--- config.mk ---
export PLATFORM = sky130hd
export DESIGN_NAME = timed_event_queue_core
export DESIGN_NICKNAME = d
export VERILOG_FILES = /design/src/rtl/teq_pkg.sv /design/src/rtl/teq_ctrl.sv /design/src/rtl/teq_dp.sv /design/src/rtl/timed_event_queue_core.sv
export SDC_FILE = /design/constraint.sdc
export NUM_CORES = 1
export LEC_CHECK = 0
export BUFFER_PORTS_ARGS = -buffer_cell sky130_fd_sc_hd__buf_2
export CORE_MARGIN = 2
export CORE_UTILIZATION = 50
export DETAILED_ROUTE_END_ITERATION = 10
export GPL_TIMING_DRIVEN = 0
export PLACE_DENSITY = 0.68
export SYNTH_ARGS = -nofsm -noshare
export SYNTH_HDL_FRONTEND = slang
export SYNTH_HIERARCHICAL = 1
export SYNTH_SLANG_ARGS = --single-unit
--- constraint.sdc ---
create_clock -name clk -period 6.9 [get_ports clk]
set_input_delay 0.345 -clock clk [delete_from_list [all_inputs] [get_ports clk]]
set_output_delay 0.345 -clock clk [all_outputs]
set_load 0.01 [all_outputs]
--- src/rtl/teq_pkg.sv ---
`timescale 1ns / 1ps
// ----------------------------------------------------------------------------
// teq_pkg: shared types and constants for the timed event queue
// Table geometry, entry layout, key function, result codes and the
// command/status bundles between controller and datapath.
// ----------------------------------------------------------------------------
package teq_pkg;

	localparam int TABLE_DEPTH = 16;
	localparam int ID_BITS     = 8;
	localparam int IDX_BITS    = (TABLE_DEPTH > 1) ? $clog2(TABLE_DEPTH) : 1;
	localparam int CNT_BITS    = $clog2(TABLE_DEPTH + 1);
	localparam int TIME_BITS   = 6;
	// 63*3600 + 63*60 + 63 fits in 18 bits
	localparam int KEY_BITS    = 18;

	localparam logic FUNC_ADD  = 1'b0;
	localparam logic FUNC_NEXT = 1'b1;

	typedef logic [ID_BITS-1:0]   id_t;
	typedef logic [TIME_BITS-1:0] tpart_t;
	typedef logic [KEY_BITS-1:0]  key_t;

	typedef struct packed {
		id_t    id;
		tpart_t hours;
		tpart_t minutes;
		tpart_t seconds;
	} evt_t;

	typedef enum logic [1:0] {
		ST_ADDED = 2'd0,
		ST_TAKEN = 2'd1,
		ST_EMPTY = 2'd2,
		ST_FULL  = 2'd3
	} status_t;

	typedef enum logic [2:0] {
		S_IDLE,
		S_DECIDE,
		S_SCAN,
		S_SETTLE,
		S_FINISH
	} state_t;

	typedef struct packed {
		logic load_in;    // latch input word
		logic scan_start; // clear scan index and best candidate
		logic scan_issue; // read one entry into the key stage
		logic commit;     // update table and load result register
	} cmd_t;

	typedef struct packed {
		logic func_next;
		logic empty;
		logic scan_last;
		logic out_free;
	} stat_t;

	function automatic key_t key_of(input evt_t e);
		key_of = KEY_BITS'(e.hours) * KEY_BITS'(3600)
		       + KEY_BITS'(e.minutes) * KEY_BITS'(60)
		       + KEY_BITS'(e.seconds);
	endfunction

endpackage

--- src/rtl/teq_ctrl.sv ---
`timescale 1ns / 1ps
// ----------------------------------------------------------------------------
// teq_ctrl: sequencing for the timed event queue
// Accepts a word, runs the table scan for take requests, and commits
// once the result register is free.
// ----------------------------------------------------------------------------
module teq_ctrl (
	input  logic           clk,
	input  logic           arst_n,
	input  logic           in_valid,
	output logic           in_stall,
	input  teq_pkg::stat_t stat,
	output teq_pkg::cmd_t  cmd
);

	teq_pkg::state_t state_q, state_d;

	always_ff @(posedge clk or negedge arst_n) begin
		if (!arst_n) begin
			state_q <= teq_pkg::S_IDLE;
		end else begin
			state_q <= state_d;
		end
	end

	always_comb begin
		state_d  = state_q;
		cmd      = '0;
		in_stall = 1'b1;
		case (state_q)
			teq_pkg::S_IDLE: begin
				in_stall    = 1'b0;
				cmd.load_in = in_valid;
				if (in_valid) begin
					state_d = teq_pkg::S_DECIDE;
				end
			end
			teq_pkg::S_DECIDE: begin
				if (stat.func_next && !stat.empty) begin
					cmd.scan_start = 1'b1;
					state_d        = teq_pkg::S_SCAN;
				end else begin
					state_d = teq_pkg::S_FINISH;
				end
			end
			teq_pkg::S_SCAN: begin
				cmd.scan_issue = 1'b1;
				if (stat.scan_last) begin
					state_d = teq_pkg::S_SETTLE;
				end
			end
			teq_pkg::S_SETTLE: begin
				state_d = teq_pkg::S_FINISH;
			end
			teq_pkg::S_FINISH: begin
				if (stat.out_free) begin
					cmd.commit = 1'b1;
					state_d    = teq_pkg::S_IDLE;
				end
			end
			default: begin
				state_d = teq_pkg::S_IDLE;
			end
		endcase
	end

endmodule

--- src/rtl/teq_dp.sv ---
`timescale 1ns / 1ps
// ----------------------------------------------------------------------------
// teq_dp: event table, min-key scan pipe and result register
// Scan reads one entry per cycle, forms its key in a stage, then
// compares against the running best. Removal shifts the tail down.
// ----------------------------------------------------------------------------
module teq_dp (
	input  logic                           clk,
	input  logic                           arst_n,
	input  teq_pkg::cmd_t                  cmd,
	output teq_pkg::stat_t                 stat,
	input  logic                           func,
	input  logic [7:0]                     event_id,
	input  logic [teq_pkg::TIME_BITS-1:0]  event_hours,
	input  logic [teq_pkg::TIME_BITS-1:0]  event_minutes,
	input  logic [teq_pkg::TIME_BITS-1:0]  event_seconds,
	output logic                           out_valid,
	input  logic                           out_stall,
	output logic [1:0]                     status,
	output logic [7:0]                     out_id,
	output logic [teq_pkg::TIME_BITS-1:0]  out_hours,
	output logic [teq_pkg::TIME_BITS-1:0]  out_minutes,
	output logic [teq_pkg::TIME_BITS-1:0]  out_seconds
);

	logic                           func_q;
	teq_pkg::evt_t                  in_evt_q;
	teq_pkg::evt_t                  tbl_q [teq_pkg::TABLE_DEPTH];
	logic [teq_pkg::CNT_BITS-1:0]   count_q;
	logic [teq_pkg::IDX_BITS-1:0]   scan_idx_q;

	logic                           kv_s1;
	teq_pkg::key_t                  key_s1;
	teq_pkg::evt_t                  evt_s1;
	logic [teq_pkg::IDX_BITS-1:0]   idx_s1;

	logic                           best_valid_q;
	teq_pkg::key_t                  best_key_q;
	teq_pkg::evt_t                  best_evt_q;
	logic [teq_pkg::IDX_BITS-1:0]   best_idx_q;

	logic                           out_valid_q;
	teq_pkg::status_t               status_q;
	teq_pkg::evt_t                  out_evt_q;

	logic                           full;
	logic                           empty;
	logic                           do_add;
	logic                           do_take;

	assign full    = (count_q == teq_pkg::CNT_BITS'(teq_pkg::TABLE_DEPTH));
	assign empty   = (count_q == '0);
	assign do_add  = cmd.commit && (func_q == teq_pkg::FUNC_ADD) && !full;
	assign do_take = cmd.commit && (func_q == teq_pkg::FUNC_NEXT) && !empty;

	assign stat.func_next = (func_q == teq_pkg::FUNC_NEXT);
	assign stat.empty     = empty;
	assign stat.scan_last = ((teq_pkg::CNT_BITS'(scan_idx_q) + teq_pkg::CNT_BITS'(1))
	                         == count_q);
	assign stat.out_free  = !out_valid_q || !out_stall;

	// input word latch
	always_ff @(posedge clk) begin
		if (cmd.load_in) begin
			func_q           <= func;
			in_evt_q.id      <= teq_pkg::id_t'(event_id);
			in_evt_q.hours   <= event_hours;
			in_evt_q.minutes <= event_minutes;
			in_evt_q.seconds <= event_seconds;
		end
	end

	// table storage: append at count, close the gap on removal
	always_ff @(posedge clk) begin
		if (do_add) begin
			tbl_q[count_q[teq_pkg::IDX_BITS-1:0]] <= in_evt_q;
		end
		if (do_take) begin
			for (int i = 0; i < teq_pkg::TABLE_DEPTH - 1; i++) begin
				if (teq_pkg::IDX_BITS'(i) >= best_idx_q) begin
					tbl_q[i] <= tbl_q[i + 1];
				end
			end
		end
	end

	always_ff @(posedge clk or negedge arst_n) begin
		if (!arst_n) begin
			count_q <= '0;
		end else if (do_add) begin
			count_q <= count_q + teq_pkg::CNT_BITS'(1);
		end else if (do_take) begin
			count_q <= count_q - teq_pkg::CNT_BITS'(1);
		end
	end

	// scan: read stage and key stage
	always_ff @(posedge clk or negedge arst_n) begin
		if (!arst_n) begin
			scan_idx_q <= '0;
			kv_s1      <= 1'b0;
		end else begin
			kv_s1 <= cmd.scan_issue;
			if (cmd.scan_start) begin
				scan_idx_q <= '0;
			end else if (cmd.scan_issue) begin
				scan_idx_q <= scan_idx_q + teq_pkg::IDX_BITS'(1);
			end
		end
	end

	always_ff @(posedge clk) begin
		if (cmd.scan_issue) begin
			evt_s1 <= tbl_q[scan_idx_q];
			key_s1 <= teq_pkg::key_of(tbl_q[scan_idx_q]);
			idx_s1 <= scan_idx_q;
		end
	end

	// running minimum; strict less keeps the earliest entry on ties
	always_ff @(posedge clk or negedge arst_n) begin
		if (!arst_n) begin
			best_valid_q <= 1'b0;
		end else if (cmd.scan_start) begin
			best_valid_q <= 1'b0;
		end else if (kv_s1) begin
			best_valid_q <= 1'b1;
		end
	end

	always_ff @(posedge clk) begin
		if (kv_s1 && (!best_valid_q || (key_s1 < best_key_q))) begin
			best_key_q <= key_s1;
			best_evt_q <= evt_s1;
			best_idx_q <= idx_s1;
		end
	end

	// result register
	always_ff @(posedge clk or negedge arst_n) begin
		if (!arst_n) begin
			out_valid_q <= 1'b0;
		end else if (cmd.commit) begin
			out_valid_q <= 1'b1;
		end else if (!out_stall) begin
			out_valid_q <= 1'b0;
		end
	end

	always_ff @(posedge clk) begin
		if (cmd.commit) begin
			out_evt_q <= '0;
			if (func_q == teq_pkg::FUNC_ADD) begin
				status_q <= full ? teq_pkg::ST_FULL : teq_pkg::ST_ADDED;
			end else if (empty) begin
				status_q <= teq_pkg::ST_EMPTY;
			end else begin
				status_q  <= teq_pkg::ST_TAKEN;
				out_evt_q <= best_evt_q;
			end
		end
	end

	assign out_valid   = out_valid_q;
	assign status      = status_q;
	assign out_id      = 8'(out_evt_q.id);
	assign out_hours   = out_evt_q.hours;
	assign out_minutes = out_evt_q.minutes;
	assign out_seconds = out_evt_q.seconds;

endmodule

--- src/rtl/timed_event_queue_core.sv ---
`timescale 1ns / 1ps
// ----------------------------------------------------------------------------
// timed_event_queue_core: earliest-first table of timed events
// Holds up to 16 events (id plus h:m:s); serves the one with the
// smallest h*3600+m*60+s, earliest added on ties.
// ----------------------------------------------------------------------------
// Usage:
//   Input channel (in_valid/in_stall) carries one word per request:
//   func selects add (store event) or next (take earliest event).
//   Output channel (out_valid/out_stall) returns exactly one word per
//   request: status plus the taken event, fields zero unless taken.
// Sequencing:
//   add, or next on an empty table: accept, decide, then commit in the
//   finish state. next on a table of n entries: accept, decide, scan the
//   n entries one per cycle through a single key/compare unit, settle,
//   then commit; the removal shift of the table tail is done in parallel
//   at commit. One request is in flight at a time; the next word is
//   accepted the cycle after the previous result is loaded into the output
//   register, even if that result is still waiting to be taken.
// Reset:
//   arst_n empties the table and drops any pending result word.
// Stall:
//   While out_stall is high the result word holds; a finished request
//   waits in its last state until the output register frees up.
// ----------------------------------------------------------------------------
module timed_event_queue_core (
	input  logic       clk,
	input  logic       arst_n,
	input  logic       in_valid,
	output logic       in_stall,
	input  logic       func,
	input  logic [7:0] event_id,
	input  logic [5:0] event_hours,
	input  logic [5:0] event_minutes,
	input  logic [5:0] event_seconds,
	output logic       out_valid,
	input  logic       out_stall,
	output logic [1:0] status,
	output logic [7:0] out_id,
	output logic [5:0] out_hours,
	output logic [5:0] out_minutes,
	output logic [5:0] out_seconds
);

	teq_pkg::cmd_t  cmd;
	teq_pkg::stat_t stat;

	teq_ctrl u_ctrl (
		.clk      (clk),
		.arst_n   (arst_n),
		.in_valid (in_valid),
		.in_stall (in_stall),
		.stat     (stat),
		.cmd      (cmd)
	);

	teq_dp u_dp (
		.clk           (clk),
		.arst_n        (arst_n),
		.cmd           (cmd),
		.stat          (stat),
		.func          (func),
		.event_id      (event_id),
		.event_hours   (event_hours),
		.event_minutes (event_minutes),
		.event_seconds (event_seconds),
		.out_valid     (out_valid),
		.out_stall     (out_stall),
		.status        (status),
		.out_id        (out_id),
		.out_hours     (out_hours),
		.out_minutes   (out_minutes),
		.out_seconds   (out_seconds)
	);

endmodule
==> metrics <==
Mapped Cells=1663; setup ws final=0.391 ns; routed len/inst=27.4 um; Hold Startpoint=in_valid; post-synthesis sequential area ratio=0.608; cell with the most instances after synthesis=edfxtp_1; die width=242 um; GRT overflow=0; Hold Path Class=in2reg; Inserted Clock Buffers=60; # IOs=61; final hold violations=0; vias per inst=6.05; DP Wirelength=47.8 mm; initial core utilization=0.505; largest net degree at the start of global routing=30; fillcell total=4281; TritonCTS clock tree=built; Synth top area share=0.595; minimum clock period=6.51 ns; Adder-Cell Fraction of Synth Area=0.0457; Routed WL=72.3 mm; ANT nets after route=0; Area growth syn-to-layout=14.8%; Max Freq=0.154 GHz; Final setup viols=0; CTS root buf=clkbuf_16; Seq cells post-synth=578; average size of a mapped cell=17.1 um^2; syn_nets=1787; number of global-route vias before repair=16300; initial antenna violation count=0; Core Area=56300 um^2; Critical Path AT=6.87 ns; status=complete, no violations; htree depth=2; worst path required time=7.26 ns; Remaining DRCs=0; vias=16000; Main synth FF type=edfxtp_1; die height=242 um; largest family of logic cells by synthesized area=multiplexers; period utilization=0.943; row count=87; Yosys Warn Count=6; Clock Path Buffers=3; GPL Wtd Cong=0.834; Distinct cells, synth=63; First-pass DRT Iterations=5; LEAKAGE=11.3 nW; RSZ-0062 raised after global routing=false; Register Area=17300 um^2; dpl ws=-0.964 ns; post-synthesis xor/xnor area fraction=0.0108; Synth area leader=edfxtp_1; 1st-iter DRT viols=1612; Clock Sinks=578; critical path launch point=u_dp/scan_idx_q[0]$_DFFE_PN0P_; Fin Hold WS=0.0392 ns; post-synthesis mux area share=0.252; Peak supply drop=0.741 mV; area of the multi-input gates=10600 um^2; GRT Util Overall=0.248; synth cell count leaders=edfxtp_1 (563), mux2_2 (344), mux4_2 (130); origin of the critical flop-to-flop path=u_dp/scan_idx_q[0]$_DFFE_PN0P_; measured slew at the worst slew-check pin=1.23 ns; Setup CP Type=reg2reg; Critical Path Start Type=flip-flop; Die Area=58800 um^2; Slew Limit Fails=0; Worst Setup End Kind=flip-flop; max-cap viol count=0; Slew Limit Headroom=0.180; top post-synthesis cells by area=edfxtp_1 (60%), mux2_2 (14%), mux4_2 (10%), ha_1 (3.3%), dfrtp_1 (1.3%); compound-cell area share of the yosys netlist=0.0229; clock-pin slew of the registers on the worst-case setup and hold paths=0.06 ns; number of port buffers=60; clk_skew=0.0180 ns; synthesized area=28400 um^2; power per cell area=543 nW/um^2; asr flop ratio synth=0.0260; Simple-Gate Fraction of Synth Area=0.0333; Skew-Pair Late Insertion Delay=0.63 ns; # diodes=0; Final #Nets=1960; layout cells sized above 1=0.408; maximum fanout along the worst path=11; number of enable flip-flop cells after synthesis=563; first-pass GRT wire length=106 mm
==> cell usage in the layout, fill, tap and decap left out, types with 25 or more instances in the layout <==
cell and n:
clkbuf_16 61, inv_1 59, xnor2_1 25, buf_4 25, ha_1 75, nand2_1 94
clkbuf_1 54, edfxtp_1 563, mux2_2 344, dlygate4sd3_1 29, mux4_2 130, buf_2 73
and2_1 27
==> cell families after synthesis <==
| family | after synthesis |
|---|---|
| AOI/OAI and AO/OA | 97 |
| xor gates and xnor gates | 35 |
| adders and majority gates | 93 |
| buffers and inverters | 166 |
| DFF | 578 |
| muxes | 499 |
| and+or+nand+nor | 195 |
==> report_power, final <==
group	leakage (nW)	switching (mW)	internal [mW]
registers	5.29	0.299	5.08
logic	5.10	4.92	4.22
clock network	0.935	1.36	1.83
==> repair_timing <==
action	4_1_cts	5_1_grt
endpoints found under the setup margin	9	5
pin swaps	0	1
gates resized for setup	33	27
setup buffers	0	0
hold endpoints to repair	43	0
hold buffers	29	0
==> stage by stage <==
step           total power [mW]  setup TNS (ns)  std cells  cell area, um^2   util
5_1_grt                    19.1               0       2642            32600  0.579
3_3_place_gp               14.2         -738.60       2479            29700  0.527
4_1_cts                    17.8               0       2643            32600  0.579
6_report                   17.7               0       2642            32600  0.579
2_1_floorplan              12.3               0       1663            28400      -
3_5_place_dp               14.5           -4.88       2504            30300  0.539
==> flip-flops by register name, indices dropped and copies added, names as in the netlist, 2 cells and up <==
name	cells
u_dp/evt_s1	24
u_dp/best_evt_q	24
u_dp/idx_s1	4
u_ctrl/state_q	3
u_dp/out_id	8
u_dp/out_hours	6
u_dp/out_minutes	6
u_dp/status	2
u_dp/tbl_q	416
u_dp/key_s1	18
u_dp/out_seconds	6
u_dp/best_key_q	18
u_dp/scan_idx_q	4
u_dp/best_idx_q	4
u_dp/in_evt_q	26
u_dp/count_q	5
==> layer usage <==
layer,share of wire,global-route usage,up-vias
li1,-,-,6839
met1,0.41,0.342,8227
met2,0.46,0.378,803
met3,0.10,0.0771,124
met4,0.027,0.0737,0
met5,0,0,-
==> critical path, stage by stage (launching register included) <==
cell and delay, ns:
dfrtp_2 0.50, clkbuf_4 0.28, buf_8 0.20, mux4_2 0.54, mux4_2 0.58, clkinvlp_4 0.18
fa_1 0.45, fa_1 0.51, inv_1 0.04, ha_1 0.33, a21o_1 0.18, a21oi_1 0.21
o21bai_1 0.09, a21oi_1 0.19, xnor2_1 0.15, ha_1 0.27, ha_1 0.39, nand2_1 0.10
o21ai_0 0.16, o21ai_0 0.17, o21ai_1 0.27, nor4b_1 0.34, xnor2_1 0.12
==> layout make-up <==
type	instances	share of cell area
Tap cell	756	0.0290
Multi-Input combinational cell	919	0.324
Timing Repair Buffer	114	0.0325
Buffer	103	0.0182
Sequential cell	578	0.530
Clock inverter	30	0.00787
Clock buffer	82	0.0511
Inverter	60	0.00702
==> final timing paths <==
kind / end / slack, ns / cells past startpoint
setup reg to reg: u_dp/key_s1[17]$_DFFE_PP_ / 0.39 / 22
max in group asynchronous: u_dp/scan_idx_q[1]$_DFFE_PN0P_ / 6.40 / 2
hold reg to reg: u_dp/best_evt_q[21]$_DFFE_PP_ / 0.42 / 0
hold / removal: u_ctrl/state_q[0]$_DFFE_PN0P_ / 0.04 / 3
min in group asynchronous: u_dp/out_valid$_DFFE_PN0P_ / 0.18 / 2
setup / recovery: u_dp/key_s1[17]$_DFFE_PP_ / 0.39 / 22
Note: power is estimated with default switching activity, not from simulation.
